==> src/design/rope_rh_pkg.sv <==
// shared types, constants and the scale/saturate function for the rotate-half
// rotary embedding block; no dependencies
package rope_rh_pkg;

  localparam int MAX_HALF_DEF = 64;
  localparam int MAX_ROW_DEF  = 1024;

  localparam int DATA_W     = 16;
  localparam int IDX_W      = 10;
  localparam int DIMS_W     = 8;
  localparam int CFG_IDX_W  = 1;
  localparam int CFG_DATA_W = 8;

  localparam logic [CFG_IDX_W-1:0] REG_ROT_DIMS  = 1'd0;
  localparam logic [CFG_IDX_W-1:0] REG_COPY_TAIL = 1'd1;

  localparam logic [DIMS_W-1:0] ROT_DIMS_RST  = 8'd128;
  localparam logic              COPY_TAIL_RST = 1'b1;

  typedef logic signed [DATA_W-1:0]   data_t;
  typedef logic [IDX_W-1:0]           index_t;
  typedef logic signed [2*DATA_W-1:0] prod_t;
  typedef logic signed [2*DATA_W:0]   sum_t;

  typedef enum logic {
    KIND_PASS,
    KIND_PAIR
  } kind_t;

  typedef struct packed {
    data_t x0;
    data_t c0;
    data_t s0;
  } held_t;

  typedef struct packed {
    kind_t  kind;
    data_t  x;
    data_t  c;
    data_t  s;
    index_t idx_lo;
    index_t idx_hi;
    logic   last;
  } item_t;

  // floor shift by 15, then saturate to 16 bits
  function automatic data_t scale_sat(input sum_t v);
    logic signed [DATA_W+1:0] q;
    data_t r;
    q = (DATA_W+2)'(v >>> (DATA_W-1));
    if (q[DATA_W+1:DATA_W-1] == '0 || q[DATA_W+1:DATA_W-1] == '1) begin
      r = q[DATA_W-1:0];
    end else if (q[DATA_W+1]) begin
      r = {1'b1, {(DATA_W-1){1'b0}}};
    end else begin
      r = {1'b0, {(DATA_W-1){1'b1}}};
    end
    return r;
  endfunction

endpackage

==> src/design/rope_rh_out_if.sv <==
// output channel: one rotated or passed-through element
// depends on rope_rh_pkg
interface rope_rh_out_if;
  logic                valid;
  logic                ready;
  rope_rh_pkg::data_t  result_value;
  rope_rh_pkg::index_t result_index;
  logic                result_last;

  modport source(output valid, result_value, result_index, result_last, input ready);
  modport sink(input valid, result_value, result_index, result_last, output ready);
endinterface

==> src/design/rope_rh_rotate.sv <==
// rotation datapath: product stage, then sum/saturate into output register
// depends on rope_rh_pkg and rope_rh_out_if
module rope_rh_rotate (
  input  logic                clk,
  input  logic                rst,
  input  logic                s1_valid,
  input  rope_rh_pkg::item_t  s1_item,
  input  rope_rh_pkg::held_t  held,
  output logic                s1_adv,
  rope_rh_out_if.source       res
);

  logic                s2_valid;
  rope_rh_pkg::kind_t  s2_kind;
  rope_rh_pkg::prod_t  s2_pa1;
  rope_rh_pkg::prod_t  s2_pa2;
  rope_rh_pkg::prod_t  s2_pb1;
  rope_rh_pkg::prod_t  s2_pb2;
  rope_rh_pkg::data_t  s2_x;
  rope_rh_pkg::index_t s2_idx_lo;
  rope_rh_pkg::index_t s2_idx_hi;
  logic                s2_last;
  logic                s2_adv;

  logic                s3_valid;
  logic                s3_pair;
  logic                s3_sel;
  rope_rh_pkg::data_t  s3_v0;
  rope_rh_pkg::data_t  s3_v1;
  rope_rh_pkg::index_t s3_idx_lo;
  rope_rh_pkg::index_t s3_idx_hi;
  logic                s3_last;
  logic                s3_done;

  rope_rh_pkg::sum_t   sum_a;
  rope_rh_pkg::sum_t   sum_b;

  assign s3_done = res.ready && (!s3_pair || s3_sel);
  assign s2_adv  = !s3_valid || s3_done;
  assign s1_adv  = !s2_valid || s2_adv;

  // products
  always_ff @(posedge clk) begin
    if (rst) begin
      s2_valid <= 1'b0;
    end else if (s1_adv) begin
      s2_valid <= s1_valid;
    end
  end

  always_ff @(posedge clk) begin
    if (s1_adv && s1_valid) begin
      s2_kind   <= s1_item.kind;
      s2_pa1    <= rope_rh_pkg::prod_t'(held.c0) * rope_rh_pkg::prod_t'(held.x0);
      s2_pa2    <= rope_rh_pkg::prod_t'(held.s0) * rope_rh_pkg::prod_t'(s1_item.x);
      s2_pb1    <= rope_rh_pkg::prod_t'(s1_item.c) * rope_rh_pkg::prod_t'(s1_item.x);
      s2_pb2    <= rope_rh_pkg::prod_t'(s1_item.s) * rope_rh_pkg::prod_t'(held.x0);
      s2_x      <= s1_item.x;
      s2_idx_lo <= s1_item.idx_lo;
      s2_idx_hi <= s1_item.idx_hi;
      s2_last   <= s1_item.last;
    end
  end

  // sums, then scale and saturate into the output register
  assign sum_a = rope_rh_pkg::sum_t'(s2_pa1) - rope_rh_pkg::sum_t'(s2_pa2);
  assign sum_b = rope_rh_pkg::sum_t'(s2_pb1) + rope_rh_pkg::sum_t'(s2_pb2);

  always_ff @(posedge clk) begin
    if (rst) begin
      s3_valid <= 1'b0;
      s3_sel   <= 1'b0;
    end else if (s2_adv) begin
      s3_valid <= s2_valid;
      s3_sel   <= 1'b0;
    end else if (res.valid && res.ready) begin
      s3_sel <= 1'b1;
    end
  end

  always_ff @(posedge clk) begin
    if (s2_adv && s2_valid) begin
      s3_pair   <= (s2_kind == rope_rh_pkg::KIND_PAIR);
      s3_v0     <= rope_rh_pkg::scale_sat(sum_a);
      s3_v1     <= (s2_kind == rope_rh_pkg::KIND_PAIR) ? rope_rh_pkg::scale_sat(sum_b) : s2_x;
      s3_idx_lo <= s2_idx_lo;
      s3_idx_hi <= s2_idx_hi;
      s3_last   <= s2_last;
    end
  end

  // first of a pair goes out before the second
  assign res.valid        = s3_valid;
  assign res.result_value = (s3_pair && !s3_sel) ? s3_v0 : s3_v1;
  assign res.result_index = (s3_pair && !s3_sel) ? s3_idx_lo : s3_idx_hi;
  assign res.result_last  = s3_last && (!s3_pair || s3_sel);

  a_pair_second: assert property (@(posedge clk) disable iff (rst)
    res.valid && res.ready && s3_pair && !s3_sel |=> res.valid && s3_sel)
    else $error("second result of a pair did not follow");

  a_first_not_last: assert property (@(posedge clk) disable iff (rst)
    res.valid && s3_pair && !s3_sel |-> !res.result_last)
    else $error("last marker on first result of a pair");

  a_s2_hold: assert property (@(posedge clk) disable iff (rst)
    s2_valid && !s2_adv |=> s2_valid && $stable(s2_pa1) && $stable(s2_idx_hi))
    else $error("stalled product stage changed");

endmodule

==> src/flat_wrapper.sv <==
// flat-port wrapper written by rule: the top's interface ports become plain ports
module rope_rh_rotate_flat 
  (clk, rst, s1_valid, s1_item, held, s1_adv, res_valid, res_result_value, res_result_index, res_result_last, res_ready);
  rope_rh_out_if res_i ();
  input  logic clk;
  input  logic rst;
  input  logic s1_valid;
  input  rope_rh_pkg::item_t s1_item;
  input  rope_rh_pkg::held_t held;
  output logic s1_adv;
  output wire logic [$bits(res_i.valid)-1:0] res_valid;
  output wire logic [$bits(res_i.result_value)-1:0] res_result_value;
  output wire logic [$bits(res_i.result_index)-1:0] res_result_index;
  output wire logic [$bits(res_i.result_last)-1:0] res_result_last;
  input wire logic [$bits(res_i.ready)-1:0] res_ready;
  assign res_valid = res_i.valid;
  assign res_result_value = res_i.result_value;
  assign res_result_index = res_i.result_index;
  assign res_result_last = res_i.result_last;
  assign res_i.ready = res_ready;
  rope_rh_rotate u_core (.clk(clk), .rst(rst), .s1_valid(s1_valid), .s1_item(s1_item), .held(held), .s1_adv(s1_adv), .res(res_i));
endmodule
==> config.mk <==
export PLATFORM = sky130hd
export DESIGN_NAME = rope_rh_rotate_flat
export DESIGN_NICKNAME = d
export VERILOG_FILES = /design/src/design/rope_rh_pkg.sv /design/src/design/rope_rh_out_if.sv /design/src/design/rope_rh_rotate.sv /design/src/flat_wrapper.sv
export SDC_FILE = /design/constraint.sdc
export NUM_CORES = 2
export LEC_CHECK = 0
export BUFFER_PORTS_ARGS = -buffer_cell sky130_fd_sc_hd__buf_2
export CORE_UTILIZATION = 59
export CTS_CLUSTER_DIAMETER = 120
export DETAILED_ROUTE_END_ITERATION = 8
export PLACE_DENSITY = 0.76
export SLEW_MARGIN = 20
export SYNTH_ARGS = -nofsm -noshare
export SYNTH_HDL_FRONTEND = slang
export SYNTH_SLANG_ARGS = --single-unit
==> constraint.sdc <==
create_clock -name clk -period 7.93 [get_ports clk]
set_clock_uncertainty 0.2 [all_clocks]
set_input_delay 1.1895 -clock clk [delete_from_list [all_inputs] [get_ports clk]]
set_output_delay 1.1895 -clock clk [all_outputs]
set_load 0.02 [all_outputs]
Word-level counts from Yosys, hierarchy flattened
Index checks and enable logic that the tools add are counted.

Register bits after elaboration: 223. Output and inout port bits: 29. Logic and storage cells: 51. Bits of input ports: 122.

Mux-type cells: 7. $add $sub $neg: 2. Reductions and logical operators: 18. Equality and inequality tests: 2. Multiply operators: 4.

Operator list (number): 16-bit by 16-bit multiplier with 32-bit output (4); 16-bit two-way mux (6); 32-bit by 32-bit adder with 33-bit output (1); 32-bit by 32-bit subtractor with 33-bit output (1); 10-bit two-way mux (1); 3-bit equality test, second input constant (2); 1-bit logical AND (6); 3-bit zero test (2); 1-bit logical OR (5); 1-bit zero test (4); 2-bit OR reduction (1).

Longest topological paths before layout
Depth after elaboration: 6. Mapped depth: 25. Mapped depth without buffers: 23.

Worst setup path after synthesis
No wires, ideal clock.

Path type: in2reg. From: input held[31] (netlist bit). To: register u_core.s2_pa1[29], data pin. Data required time: 7.471 ns. Cell stages on the path: 22. Library setup time: 0.259 ns. Arrival time: 6.896 ns. Setup slack: 0.576 ns. Path buffers: 1. Cell sequence: clkbuf_1 > nand2_1 > inv_1 > fa_1 > fa_1 > fa_1 > fa_1 > fa_1 > inv_1 > fa_1 > inv_1 > ha_1 > a21o_1 > a21o_1 > a21o_1 > a221o_1 > a21o_1 > a221oi_1 > nand2_1 > a21o_1 > a21oi_1 > xnor2_1.

Longest elaborated chain between the ends: 1.

RTL lines: from (decl) (line flat_wrapper.sv:9) `input rope_rh_pkg::held_t held;`; 16-bit by 16-bit multiplier with 32-bit output (line rope_rh_rotate.sv:54) `s2_pa1 <= rope_rh_pkg::prod_t'(held.c0) * rope_rh_pkg::prod_t'(held.x0);`; to (signal assigned) (line rope_rh_rotate.sv:54); to (decl) (line rope_rh_rotate.sv:15) `rope_rh_pkg::prod_t s2_pa1;`.

No other way between the ends. A chain may end at the register's enable or synchronous reset.

Worst setup path after layout
From: input s1_item[56] (netlist bit). To: register u_core.s2_pa2[29], data pin.

Longest elaborated chain between the ends: 1.

RTL lines: from (decl) (line flat_wrapper.sv:8) `input rope_rh_pkg::item_t s1_item;`; 16-bit by 16-bit multiplier with 32-bit output (line rope_rh_rotate.sv:55) `s2_pa2 <= rope_rh_pkg::prod_t'(held.s0) * rope_rh_pkg::prod_t'(s1_item.x);`; to (signal assigned) (line rope_rh_rotate.sv:55); to (decl) (line rope_rh_rotate.sv:16) `rope_rh_pkg::prod_t s2_pa2;`.

No other way between the ends.

==> metrics.yaml <==
num_vias: 33500
clockBufferDepth: 3
r2r_end: "u_core.s3_v0[0]$_DFFE_PP_"
synth_area_um2: 48800
final-seq-area_um2: 6670
clk_pin_slew_worst_paths_ns: 0.06
io_pins: 151
grt_pass1_vias: 37000
synth_cells: 4949
post-route-period-util_pct: 92.9
relSlewSlack_pct: 35.4
final_cell_mix: "1201 x inv_1, 1048 x fa_1, 522 x nand2_1"
clock-root-buffer: "clkbuf_16"
multi_input_area_um2: 37000
cp_num_buf_inv: 5
die_area_um2: 83900
portBuffers: 150
setup_viol: 0
numCtsBuffers: 22
endpoint: "u_core.s2_pa2[29]$_DFFE_PP_"
drtAntennaViolNets: 0
drv_cap: 0
yosys_warnings: 0
grt_usage_pct: 27.5
overflow: 0
routed_wl_mm: 108
post_drt_wl_per_cell_um: 17.7
start_kind: "input pin"
core_um2: 82000
layout.nets: 6585
status: "completed"
clock.fmax_ghz: 0.136
synth.avg_cell_area_um2: 9.86
antenna_found_initial: 4
ctsHoldBuffers: 0
cts-resized-gates: 0
r2r_slack_ns: 3.92
rsz0062_at_grt: "no"
htreeDepth: 1
clkLatencyLatePin_ns: 0.53
drc: 0
start_util_pct: 59.5
place.gp.congestion: 0.925
slowest_delay_ns: 0.51
viasPerCell: 5.48
async_flop_share_pct: 0
hold_violations: 0
num_rows: 105
fillerInstances: 6636
die_y_um: 290
synth.net_count: 6509
critical_path_class: "in2reg"
cp_num_cells: 22
die_x_um: 290
fin_setup_tns_ns: 0
startpoint: "s1_item[56]"
cp_top_family: "adder cells"
dr.pass1.iters: 6
drv_slew: 0
cts_setup_buffers: 0
path_cells: "buf_2 -> buf_4 -> nand2_1 -> fa_1 -> fa_1 -> fa_1 -> inv_1 -> fa_1 -> fa_1 -> inv_1 -> fa_1 -> inv_1 -> ha_1 -> nand3_1 -> nor4_1 -> nor2_1 -> a31oi_1 -> a311oi_1 -> nor2_1 -> and2_1 -> o21ai_0 -> a221oi_1"
cp-end-kind: "flip-flop"
synth_cell_types: 71
synth-edff-count: 220
grt_max_degree: 79
min_path_type: "reg2reg"
area_delta_synth_final_pct: 5.67
first_iter_violations: 1706
clock_sinks: 223
fin_crit_ns: 7.37
grt_first_pass_wirelength_mm: 183
synth_flop_cell: "edfxtp_1"
final_common_cell: "inv_1"
tightest_slew_ns: 0.970
yosysSeqAreaShare_pct: 13.7
ys_ff_latch: 223
drive_gt1_share_pct: 6.19
crit_top_cell: "fa_1"
cts_tree: "built"
crit_required_ns: 8.06
critPathArrivalTime_ns: 7.50
dp_hpwl_mm: 89.9
critPathMaxFanout: 23
reg2reg_depth: 11
cpMaxStageDelayCell: "fa_1"
stdcell_area_um2: 51600
min_from: "u_core.s2_idx_lo[0]$_DFFE_PP_"
place_area_um2: 50800
reg2reg_from: "u_core.s2_pa1[11]$_DFFE_PP_"
stage by stage:
stage	hold WS [ns]	instances	worst slack, ns	utilization (%)
after floorplan	0.200	4949	0.576	-
after global placement	0.201	6071	0.238	62.0
after detailed placement	0.205	6071	0.131	62.0
after CTS	0.220	6111	0.663	62.9
after global routing	0.231	6111	0.167	62.9
final	0.219	6113	0.561	62.9
synth_stat cells (20+ instances only):
| master | instances | area share, % |
|---|---|---|
| xor2_1 | 53 | 0.95 |
| inv_1 | 1201 | 9.2 |
| nor2b_1 | 20 | 0.26 |
| edfxtp_1 | 220 | 14 |
| o21ai_0 | 65 | 0.67 |
| xnor2_1 | 126 | 2.3 |
| nor3_1 | 21 | 0.22 |
| nand2_1 | 522 | 4.0 |
| fa_1 | 1048 | 43 |
| nor2_1 | 120 | 0.92 |
| nand2b_1 | 31 | 0.40 |
| clkbuf_1 | 162 | 1.2 |
| mux2_2 | 26 | 0.60 |
| a21o_1 | 81 | 1.2 |
| nand3_1 | 27 | 0.28 |
| o21bai_1 | 20 | 0.31 |
| a21oi_1 | 137 | 1.4 |
| and2_1 | 507 | 6.5 |
| ha_1 | 390 | 10 |
sequential cells by signal, indices dropped and copies added, names as in the netlist:
register,flops
u_core.s2_pa2,32
u_core.s2_valid,1
u_core.res.valid,1
u_core.s3_idx_lo,10
u_core.s2_pb1,32
u_core.s3_v0,16
u_core.s2_kind,1
u_core.s3_v1,16
u_core.s2_idx_lo,10
u_core.s3_last,1
u_core.s2_last,1
u_core.s3_idx_hi,10
u_core.s3_pair,1
u_core.s2_idx_hi,10
u_core.s2_pb2,32
u_core.s2_pa1,32
u_core.s3_sel,1
u_core.s2_x,16
layout make-up:
type,instances,share of cell area (%)
antenna,2,0.00971
clock buffer,22,1.07
clock inverter,18,0.415
inverter,1201,8.74
multi-input combinational,3356,71.7
sequential,223,12.9
tap,1070,2.60
timing repair buffer,221,2.51
worst min-delay path by stage:
stage / to / slack [ns] / depth (start not counted)
after CTS: u_core.s3_idx_lo[9]$_DFFE_PP_ / 0.22 / 0
final: u_core.s3_idx_lo[0]$_DFFE_PP_ / 0.22 / 0
after detailed placement: u_core.s3_idx_lo[0]$_DFFE_PP_ / 0.20 / 0
after floorplan: u_core.s3_idx_hi[0]$_DFFE_PP_ / 0.20 / 0
after global placement: u_core.s3_idx_hi[4]$_DFFE_PP_ / 0.20 / 0
after global routing: u_core.s3_idx_hi[1]$_DFFE_PP_ / 0.23 / 0
logic make-up after synthesis:
kind of cell	share of synthesized area [%]
buf+inv	10.6
simple gates	13.3
xor+xnor	3.21
fa+ha+maj	53.0
compound gates	5.67
flops	13.7
mux	0.600
routing by layer:
| layer | vias to the layer above | GRT usage [%] | part of all wire [%] |
|---|---|---|---|
| met5 | - | 0 | 0.010 |
| met4 | 2 | 8.60 | 3.1 |
| met3 | 260 | 3.59 | 6.4 |
| met2 | 1029 | 49.1 | 52 |
| met1 | 17200 | 34.7 | 38 |
| li1 | 15000 | - | - |
Power is left out: the tool's default activity adds up to more than one toggle a clock period on the data nets, which glitch-free logic cannot reach.
